$ cat src/rtl/sbac_pkg.sv
// shared types and constants for the slot and byte admission controller
package sbac_pkg;

  localparam int unsigned SlotW    = 16;
  localparam int unsigned ByteW    = 48;
  localparam int unsigned SizeW    = 40;
  localparam int unsigned GenW     = 32;
  localparam int unsigned ChargeW  = 44;
  localparam int unsigned CountW   = 32;
  localparam int unsigned InDataW  = 128;
  localparam int unsigned OutDataW = 240;

  // fixed part of the charge: 16 MiB
  localparam logic [ChargeW-1:0] FixedCharge = ChargeW'(24'hFF_FFFF) + ChargeW'(1);

  localparam logic [SlotW-1:0] SlotLimitReset = SlotW'(16);
  localparam logic [ByteW-1:0] ByteCapReset   = '0;

  typedef enum logic [1:0] {
    KIND_RESERVE  = 2'd0,
    KIND_PREPARED = 2'd1,
    KIND_RELEASE  = 2'd2,
    KIND_CLOSE    = 2'd3
  } kind_t;

  typedef enum logic [2:0] {
    ST_OK        = 3'd0,
    ST_INVALID   = 3'd1,
    ST_CLOSING   = 3'd2,
    ST_SLOTS     = 3'd3,
    ST_BUDGET    = 3'd4,
    ST_UNDERFLOW = 3'd5
  } status_t;

  typedef enum logic {
    REG_SLOT_LIMIT = 1'b0,
    REG_BYTE_CAP   = 1'b1
  } reg_index_t;

  // first member sits in the highest bits, so status lands at bit 0
  typedef struct packed {
    logic              is_closing;
    logic [CountW-1:0] budget_rejects;
    logic [CountW-1:0] slot_rejects;
    logic [ByteW-1:0]  byte_peak;
    logic [SlotW-1:0]  slot_peak;
    logic [ByteW-1:0]  active_byte_total;
    logic [SlotW-1:0]  active_slots;
    logic [ChargeW-1:0] charged_bytes;
    status_t           status;
  } result_t;

  function automatic logic [CountW-1:0] sat_inc(input logic [CountW-1:0] v);
    sat_inc = (v == '1) ? v : v + CountW'(1);
  endfunction

endpackage

$ cat src/rtl/slot_and_byte_admission_control.sv
// admission controller with a slot limit and a byte budget
//
// Items arrive on the s_ channel: tuser carries the kind (reserve, mark
// prepared, release, close) and tdata the request fields. Every accepted
// item yields exactly one result item on the m_ channel with a status and
// a snapshot of the counters after the item.
// Each result is registered in the result register, or in the skid register
// while one waits; one item is taken in every cycle while s_tready is high,
// set by the single add/compare stage between state and result registers.
// The result register is backed by a one-entry skid register, so an item
// is still taken while a result waits; s_tready drops only while the skid
// register is full, and clears again once the receiver takes a result.
// The configuration port writes slot_limit (index 0) or the byte cap
// (index 1), and is meant to be used while the block is idle.
// Synchronous reset clears all counters, marks and the closing flag, sets
// slot_limit to 16 and the byte cap to 0, and empties the output stages.
module slot_and_byte_admission_control (
  input  logic                          clk,
  input  logic                          rst,
  input  logic                          cfg_we,
  input  logic                          cfg_index,
  input  logic [sbac_pkg::ByteW-1:0]    cfg_data,
  input  logic                          s_tvalid,
  output logic                          s_tready,
  // content_bytes[39:0], generation[71:40], release_bytes[119:72],
  // holds_slot[120], zero padding above
  input  logic [sbac_pkg::InDataW-1:0]  s_tdata,
  // kind[1:0]
  input  logic [1:0]                    s_tuser,
  output logic                          m_tvalid,
  input  logic                          m_tready,
  // status[2:0], charged_bytes[46:3], active_slots[62:47],
  // active_byte_total[110:63], slot_peak[126:111], byte_peak[174:127],
  // slot_rejects[206:175], budget_rejects[238:207], is_closing[239]
  output logic [sbac_pkg::OutDataW-1:0] m_tdata
);

  localparam int unsigned SlotW   = sbac_pkg::SlotW;
  localparam int unsigned ByteW   = sbac_pkg::ByteW;
  localparam int unsigned ChargeW = sbac_pkg::ChargeW;
  localparam int unsigned CountW  = sbac_pkg::CountW;

  logic [SlotW-1:0]  slot_limit;
  logic [ByteW-1:0]  byte_cap;

  logic              closing_flag, closing_flag_next;
  logic [SlotW-1:0]  slot_count, slot_count_next;
  logic [ByteW-1:0]  byte_count, byte_count_next;
  logic [SlotW-1:0]  slot_high_mark, slot_high_mark_next;
  logic [ByteW-1:0]  byte_high_mark, byte_high_mark_next;
  logic [CountW-1:0] slot_reject_count, slot_reject_count_next;
  logic [CountW-1:0] budget_reject_count, budget_reject_count_next;

  sbac_pkg::result_t result, out_reg, skid_reg;
  logic              out_valid, skid_valid;

  sbac_pkg::kind_t           kind;
  logic [sbac_pkg::SizeW-1:0] content_bytes;
  logic [sbac_pkg::GenW-1:0]  generation;
  logic [ByteW-1:0]           release_bytes;
  logic                       holds_slot;

  logic [ChargeW-1:0] charge;
  logic [ByteW:0]     byte_sum;
  logic               over_budget;
  logic               accept;

  assign kind          = sbac_pkg::kind_t'(s_tuser);
  assign content_bytes = s_tdata[39:0];
  assign generation    = s_tdata[71:40];
  assign release_bytes = s_tdata[119:72];
  assign holds_slot    = s_tdata[120];

  assign charge      = sbac_pkg::FixedCharge + {1'b0, content_bytes, 3'b000};
  assign byte_sum    = {1'b0, byte_count} + (ByteW+1)'(charge);
  assign over_budget = byte_sum > {1'b0, byte_cap};

  assign s_tready = !skid_valid;
  assign accept   = s_tvalid && s_tready;
  assign m_tvalid = out_valid;
  assign m_tdata  = out_reg;

  always_comb begin
    closing_flag_next        = closing_flag;
    slot_count_next          = slot_count;
    byte_count_next          = byte_count;
    slot_high_mark_next      = slot_high_mark;
    byte_high_mark_next      = byte_high_mark;
    slot_reject_count_next   = slot_reject_count;
    budget_reject_count_next = budget_reject_count;
    result.status            = sbac_pkg::ST_OK;
    result.charged_bytes     = '0;

    case (kind)
      sbac_pkg::KIND_RESERVE: begin
        if (content_bytes == '0 || generation == '0) begin
          result.status = sbac_pkg::ST_INVALID;
        end else if (closing_flag) begin
          result.status = sbac_pkg::ST_CLOSING;
        end else if (slot_count >= slot_limit) begin
          result.status          = sbac_pkg::ST_SLOTS;
          slot_reject_count_next = sbac_pkg::sat_inc(slot_reject_count);
        end else if (over_budget) begin
          result.status            = sbac_pkg::ST_BUDGET;
          budget_reject_count_next = sbac_pkg::sat_inc(budget_reject_count);
        end else begin
          slot_count_next      = slot_count + SlotW'(1);
          byte_count_next      = byte_sum[ByteW-1:0];
          result.charged_bytes = charge;
          if (slot_count_next > slot_high_mark) begin
            slot_high_mark_next = slot_count_next;
          end
          if (byte_count_next > byte_high_mark) begin
            byte_high_mark_next = byte_count_next;
          end
        end
      end
      sbac_pkg::KIND_PREPARED: begin
        if (slot_count == '0) begin
          result.status = sbac_pkg::ST_UNDERFLOW;
        end else begin
          slot_count_next = slot_count - SlotW'(1);
        end
      end
      sbac_pkg::KIND_RELEASE: begin
        if ((holds_slot && slot_count == '0) || byte_count < release_bytes) begin
          result.status = sbac_pkg::ST_UNDERFLOW;
        end else begin
          if (holds_slot) begin
            slot_count_next = slot_count - SlotW'(1);
          end
          byte_count_next = byte_count - release_bytes;
        end
      end
      default: begin
        closing_flag_next = 1'b1;
      end
    endcase

    result.is_closing        = closing_flag_next;
    result.budget_rejects    = budget_reject_count_next;
    result.slot_rejects      = slot_reject_count_next;
    result.byte_peak         = byte_high_mark_next;
    result.slot_peak         = slot_high_mark_next;
    result.active_byte_total = byte_count_next;
    result.active_slots      = slot_count_next;
  end

  // configuration registers
  always_ff @(posedge clk) begin
    if (rst) begin
      slot_limit <= sbac_pkg::SlotLimitReset;
      byte_cap   <= sbac_pkg::ByteCapReset;
    end else if (cfg_we) begin
      case (sbac_pkg::reg_index_t'(cfg_index))
        sbac_pkg::REG_SLOT_LIMIT: slot_limit <= cfg_data[SlotW-1:0];
        sbac_pkg::REG_BYTE_CAP:   byte_cap   <= cfg_data;
        default: ;
      endcase
    end
  end

  // admission state
  always_ff @(posedge clk) begin
    if (rst) begin
      closing_flag        <= 1'b0;
      slot_count          <= '0;
      byte_count          <= '0;
      slot_high_mark      <= '0;
      byte_high_mark      <= '0;
      slot_reject_count   <= '0;
      budget_reject_count <= '0;
    end else if (accept) begin
      closing_flag        <= closing_flag_next;
      slot_count          <= slot_count_next;
      byte_count          <= byte_count_next;
      slot_high_mark      <= slot_high_mark_next;
      byte_high_mark      <= byte_high_mark_next;
      slot_reject_count   <= slot_reject_count_next;
      budget_reject_count <= budget_reject_count_next;
    end
  end

  // result register with skid stage
  always_ff @(posedge clk) begin
    if (rst) begin
      out_valid  <= 1'b0;
      skid_valid <= 1'b0;
    end else if (accept) begin
      // skid is empty whenever an item is taken
      if (!out_valid || m_tready) begin
        out_valid <= 1'b1;
      end else begin
        skid_valid <= 1'b1;
      end
    end else if (m_tready) begin
      out_valid  <= skid_valid;
      skid_valid <= 1'b0;
    end
  end

  always_ff @(posedge clk) begin
    if (accept) begin
      if (!out_valid || m_tready) begin
        out_reg <= result;
      end else begin
        skid_reg <= result;
      end
    end else if (m_tready && skid_valid) begin
      out_reg <= skid_reg;
    end
  end

endmodule

$ cat config.mk
export PLATFORM = sky130hd
export DESIGN_NAME = slot_and_byte_admission_control
export DESIGN_NICKNAME = d
export VERILOG_FILES = /design/src/rtl/sbac_pkg.sv /design/src/rtl/slot_and_byte_admission_control.sv
export SDC_FILE = /design/constraint.sdc
export NUM_CORES = 2
export LEC_CHECK = 0
export BUFFER_PORTS_ARGS = -buffer_cell sky130_fd_sc_hd__buf_2
export CAP_MARGIN = 15
export CORE_ASPECT_RATIO = 0.7
export CORE_UTILIZATION = 40
export CTS_BUF_LIST = sky130_fd_sc_hd__clkbuf_4 sky130_fd_sc_hd__clkbuf_8 sky130_fd_sc_hd__clkbuf_16
export CTS_CLUSTER_SIZE = 16
export DETAILED_ROUTE_END_ITERATION = 10
export PLACE_DENSITY_LB_ADDON = 0.15
export SETUP_SLACK_MARGIN = 0.3
export SLEW_MARGIN = 20
export SYNTH_ARGS = -nofsm -noshare
export SYNTH_HDL_FRONTEND = slang
export SYNTH_SLANG_ARGS = --single-unit
$ cat constraint.sdc
create_clock -name clk -period 30.2 [get_ports clk]
set_clock_uncertainty 0.15 [all_clocks]
set_input_delay 7.55 -clock clk [delete_from_list [all_inputs] [get_ports clk]]
set_output_delay 7.55 -clock clk [all_outputs]
set_load 0.01 [all_outputs]
# Yosys cells after proc, flatten, opt, wreduce, memory -nomap -nowiden
# Index checks and enable logic that the tools add are counted.
[word_totals]
out_inout_bits = 242
regBits = 739
elab_cells = 129
in_bits = 184
[op_classes]
reduce_logical = 21
order_cmp = 5
n_addsub = 7
mux = 59
n_eq_ne = 6
bitwise = 2
[ops]
columns = ["op", "n"]
rows = [
  ["240-bit two-way mux", 3],
  ["48-bit two-way mux", 11],
  ["32-bit two-way mux", 11],
  ["44-bit two-way mux", 5],
  ["16-bit two-way mux", 13],
  ["48-bit one-hot mux with 2 select lines", 1],
  ["32-bit by 1-bit adder with 32-bit output (second input constant)", 2],
  ["32-bit == test (second input constant)", 2],
  ["48-bit by 44-bit adder with 49-bit output", 1],
  ["49-bit by 48-bit greater-than comparator with 1-bit output", 1],
  ["48-bit greater-than comparator", 1],
  ["48-bit < comparator", 1],
  ["16-bit one-hot mux with 3 select lines", 1],
  ["48-bit subtractor", 1],
  ["25-bit by 43-bit adder with 44-bit output (first input constant)", 1],
  ["40-bit zero test", 1],
  ["32-bit zero test", 1],
  ["3-bit two-way mux", 6],
  ["16-bit by 1-bit adder with 16-bit output (second input constant)", 1],
  ["16-bit greater-or-equal comparator", 1],
  ["16-bit greater-than comparator", 1],
  ["16-bit zero test", 1],
  ["16-bit by 1-bit subtractor with 16-bit output (second input constant)", 1],
  ["2-bit AND reduction", 6],
  ["other kinds (13)", 26],
]

# Longest topological paths before layout
[logic_depth]
word_depth = 11
depth_mapped = 32

# Worst setup path before layout
# No wires, ideal clock.
[synth_path]
kind = "in2reg"
from = "input s_tvalid"
to = "register skid_reg[0] (netlist name), enable pin"
arrival_time_ps = 17990
stages = 4
t_required_ps = 29211
slack_ps = 11220
cell_sequence = "nand2_1 > clkbuf_1 > clkbuf_1 > nor2_1"
[synth_via]
elab_chain_cells = 2
[synth_rtl]
columns = ["item", "line", "source"]
rows = [
  ["start: declaration", "slot_and_byte_admission_control.sv:23", "input logic s_tvalid,"],
  ["1-bit logical AND", "slot_and_byte_admission_control.sv:79", "assign accept = s_tvalid && s_tready;"],
  ["2-bit AND reduction (no line)", "-", ""],
  ["end signal: assignment", "slot_and_byte_admission_control.sv:207", "skid_reg <= result;"],
  ["end: declaration", "slot_and_byte_admission_control.sv:54", "sbac_pkg::result_t result, out_reg, skid_reg;"],
]
# No other way between the ends.
# A chain may end at the register's enable or synchronous reset.

# Worst setup path in the final report
[layout_path]
from = "input s_tdata[0] (netlist name)"
to = "register out_reg, in the netlist m_tdata[161], data pin"
[layout_via]
elab_chain_cells = 11
word_cells_on_any_way = 14
cone_classes = "add/sub: 2; order compare: 2; mux: 8; reduce/logical: 2"
[layout_rtl]
columns = ["item", "line", "source"]
rows = [
  ["start: declaration", "slot_and_byte_admission_control.sv:27", "input logic [sbac_pkg::InDataW-1:0] s_tdata,"],
  ["25-bit by 43-bit adder with 44-bit output", "slot_and_byte_admission_control.sv:74", "assign charge = sbac_pkg::FixedCharge + {1'b0, content_bytes, 3'b000};"],
  ["48-bit by 44-bit adder with 49-bit output", "slot_and_byte_admission_control.sv:75", "assign byte_sum = {1'b0, byte_count} + (ByteW+1)'(charge);"],
  ["48-bit greater-than comparator", "slot_and_byte_admission_control.sv:113", "if (byte_count_next > byte_high_mark) begin"],
  ["48-bit two-way mux", "slot_and_byte_admission_control.sv:113", ""],
  ["48-bit two-way mux", "slot_and_byte_admission_control.sv:103", "end else if (over_budget) begin"],
  ["48-bit two-way mux", "slot_and_byte_admission_control.sv:100", "end else if (slot_count >= slot_limit) begin"],
  ["48-bit two-way mux", "slot_and_byte_admission_control.sv:98", "end else if (closing_flag) begin"],
  ["48-bit two-way mux *", "slot_and_byte_admission_control.sv:96", "if (content_bytes == '0 || generation == '0) begin"],
  ["48-bit two-way mux *", "slot_and_byte_admission_control.sv:94", "case (kind)"],
  ["240-bit two-way mux *", "slot_and_byte_admission_control.sv:204", "if (!out_valid || m_tready) begin"],
  ["240-bit two-way mux *", "slot_and_byte_admission_control.sv:203", "if (accept) begin"],
  ["end signal: assignment", "slot_and_byte_admission_control.sv:205", "out_reg <= result;"],
  ["end signal: assignment", "slot_and_byte_admission_control.sv:210", "out_reg <= skid_reg;"],
  ["end: declaration", "slot_and_byte_admission_control.sv:54", ""],
]
# Mark *: on every way between the ends. The rest lies on a longest branch, timed or not. The select of a mux whose other input is x is not followed.

==> metrics.txt <==
critical path data required time=30420 ps; outcome=completed; Reg clk slew, reported paths=60 ps; dominant cells by area after synthesis=edfxtp_1 (35%), dfxtp_1 (13%), ha_1 (7.0%), nand2_1 (4.8%), nor2_1 (4.4%); Slew Limit Headroom=23.10%; synth cell count leaders=nand2_1 (515), edfxtp_1 (474), nor2_1 (472); post-synth cell types=95; chip height=267.3 µm; Post-Route WL=126.8 mm; critical path class=in2reg; clock sink total=733; mapped cell area=40210 µm²; Synth area leader=edfxtp_1; die area=101800 µm²; I/O pin count=426; Final min period=18020 ps; Hold Crit Start=byte_cap[20]; max cap viols=0; Starting DRT DRC Count=2967; DIE WIDTH=381.0 µm; remaining global-route overflow=0; CTS hold repair buffers=0; CTS root buffer=clkbuf_16; flops & latches, synth=733; worst path arrival time=18230 ps; Least-Margin Pin Slew=1153 ps; wire length per cell=21.49 µm; Core Util, Final=46.78%; All-Layer GR Usage=24.33%; most frequent cell after synthesis=nand2_1; H-tree Lvls=3; fillers=9567; Finish-stage setup viols=0; Async SR Flop Fraction=0%; ys flop type=edfxtp_1; Port Buffers=415; setup bufs post-CTS=0; reg-to-reg startpoint=byte_count[3]; Mapped Cells=4185; share of the synthesized area in the top cell type=35.40%; Post-DP HPWL=92.00 mm; DRC=0; global placement routability congestion=0.9518; Final nets=4922; vias in the first global route=29410; unrepaired setup endpoints after global routing=false; CTS tree=built; sequential cell area=19420 µm²; FMAX=0.05550 GHz; Routed Antenna Nets=0; TritonRoute pass-1 iters=5; part of the Yosys area used for sequential elements=48.29%; setup TNS=0 ps; final hold viol count=0; CORE AREA=98730 µm²; row cnt=96; global-route wire length before repair=188.5 mm; largest net degree at the start of global routing=180; Worst Setup SP=s_tdata[0]; total number of vias=32260; fin crit share=59.67%; CTS resizes=0; syn avg cell area=9.608 µm²; Multi-input gate area=18860 µm²; Initial Utilization=40.73%; worst skew pair latency=680 ps; Slew Viols, Final=0; cts bufs inserted=79; vias per inst=5.467; type of the tightest min-delay check=reg2reg; leak pwr=19.31 nW; Power per Cell Area=59.04 nW/µm²; post-route cell area=46190 µm²; synth warn=0; Post-synth EDFFs=474; Area growth syn-to-layout=14.87%; Clock Path Buffers=3; layout cells sized above 1=16.59%; Worst Path Max Fanout=34; Setup crit start kind=input port; initial antenna violation count=19; DP Area=43500 µm²; Peak VDD IR=0.00003527 V; Crit. End Element=flip-flop
-- path summary, 6_finish.rpt --
path                                endpoint  depth (start not counted)  slack, ps
worst max-delay path            m_tdata[161]                         27      12180
worst min-delay path            byte_cap[20]                          2        300
worst min register to register  byte_cap[20]                          2        300
worst max register to register  m_tdata[161]                         26      18860
-- layout make-up --
type | instances | area share [%]
Sequential cell | 733 | 42.04
Multi-Input combinational cell | 2945 | 40.83
Timing Repair Buffer | 459 | 5.334
Clock buffer | 106 | 4.976
Tap cell | 1323 | 3.584
Inverter | 293 | 2.381
Clock inverter | 40 | 0.8478
Antenna cell | 1 | 0.005418
-- cell usage in the layout (no fill, tap or decap), types with 72 or more instances in the layout --
| cell type | Yosys | final |
|---|---|---|
| mux2_2 | 108 | 108 |
| nor2_1 | 472 | 470 |
| edfxtp_1 | 474 | 474 |
| nand2_1 | 515 | 513 |
| xor2_1 | 107 | 107 |
| a21oi_1 | 294 | 293 |
| clkbuf_16 | 0 | 84 |
| dfxtp_1 | 259 | 259 |
| buf_2 | 15 | 415 |
| nand3_1 | 85 | 85 |
| nor3_1 | 72 | 72 |
| o21ai_0 | 146 | 146 |
| a211oi_1 | 80 | 80 |
| ha_1 | 225 | 225 |
| xnor2_1 | 125 | 125 |
| inv_1 | 292 | 292 |
-- power by group --
group	leakage, nW	switching, mW	internal [mW]
Sequential	6.89	0.0303	1.13
Combinational	11.1	0.363	0.198
Clock	1.33	0.432	0.576
-- logic make-up (layout without fill, tap and decap cells) --
group	Yosys count	in the layout	synth area share (%)
and+or+nand+nor	1468	1468	16.59
other	1	4	0.009326
buffers and inverters	509	898	4.966
adders and majority gates	227	227	7.101
DFF	733	733	48.29
xor gates and xnor gates	232	232	5.053
muxes	152	152	4.132
AOI/OAI and AO/OA	863	863	13.85
-- metrics by stage --
stage | total power [mW] | hold WS [ps] | worst slack [ps] | std cells
floorplan | 1.537 | 286.3 | 11220 | 4187
finish | 2.727 | 304.0 | 12180 | 5900
global placement | 1.727 | 292.3 | 11640 | 5752
global route | 2.850 | 319.4 | 11900 | 5899
CTS | 2.748 | 304.5 | 12330 | 5899
detailed placement | 1.731 | 296.5 | 11650 | 5753
-- per-layer routing --
| metal | part of all wire (%) | GRT usage, % | up-vias |
|---|---|---|---|
| met5 | 0.022 | 0 | - |
| met4 | 1.8 | 5.145 | 6 |
| met3 | 7.6 | 5.003 | 142 |
| met2 | 40 | 33.41 | 1086 |
| met1 | 51 | 38.42 | 15440 |
| li1 | - | - | 15580 |
-- worst max-delay path, cell delays in order --
cell,delay (ps)
buf_2,180
ha_1,280
inv_1,80
fa_1,440
nand2b_1,200
a21oi_1,230
o22ai_1,150
a41o_1,410
a2111oi_0,960
o221ai_1,500
o21ai_0,300
a21oi_1,110
xnor2_1,570
ha_1,260
nand4_1,140
or4_1,590
nor4_1,740
a31oi_1,240
a2111oi_4,640
nand3_2,340
nor3_4,720
buf_4,620
o211ai_1,180
buf_4,310
buf_4,340
mux2i_1,890
a21oi_1,150
Note: power is estimated with default switching activity, not from simulation.
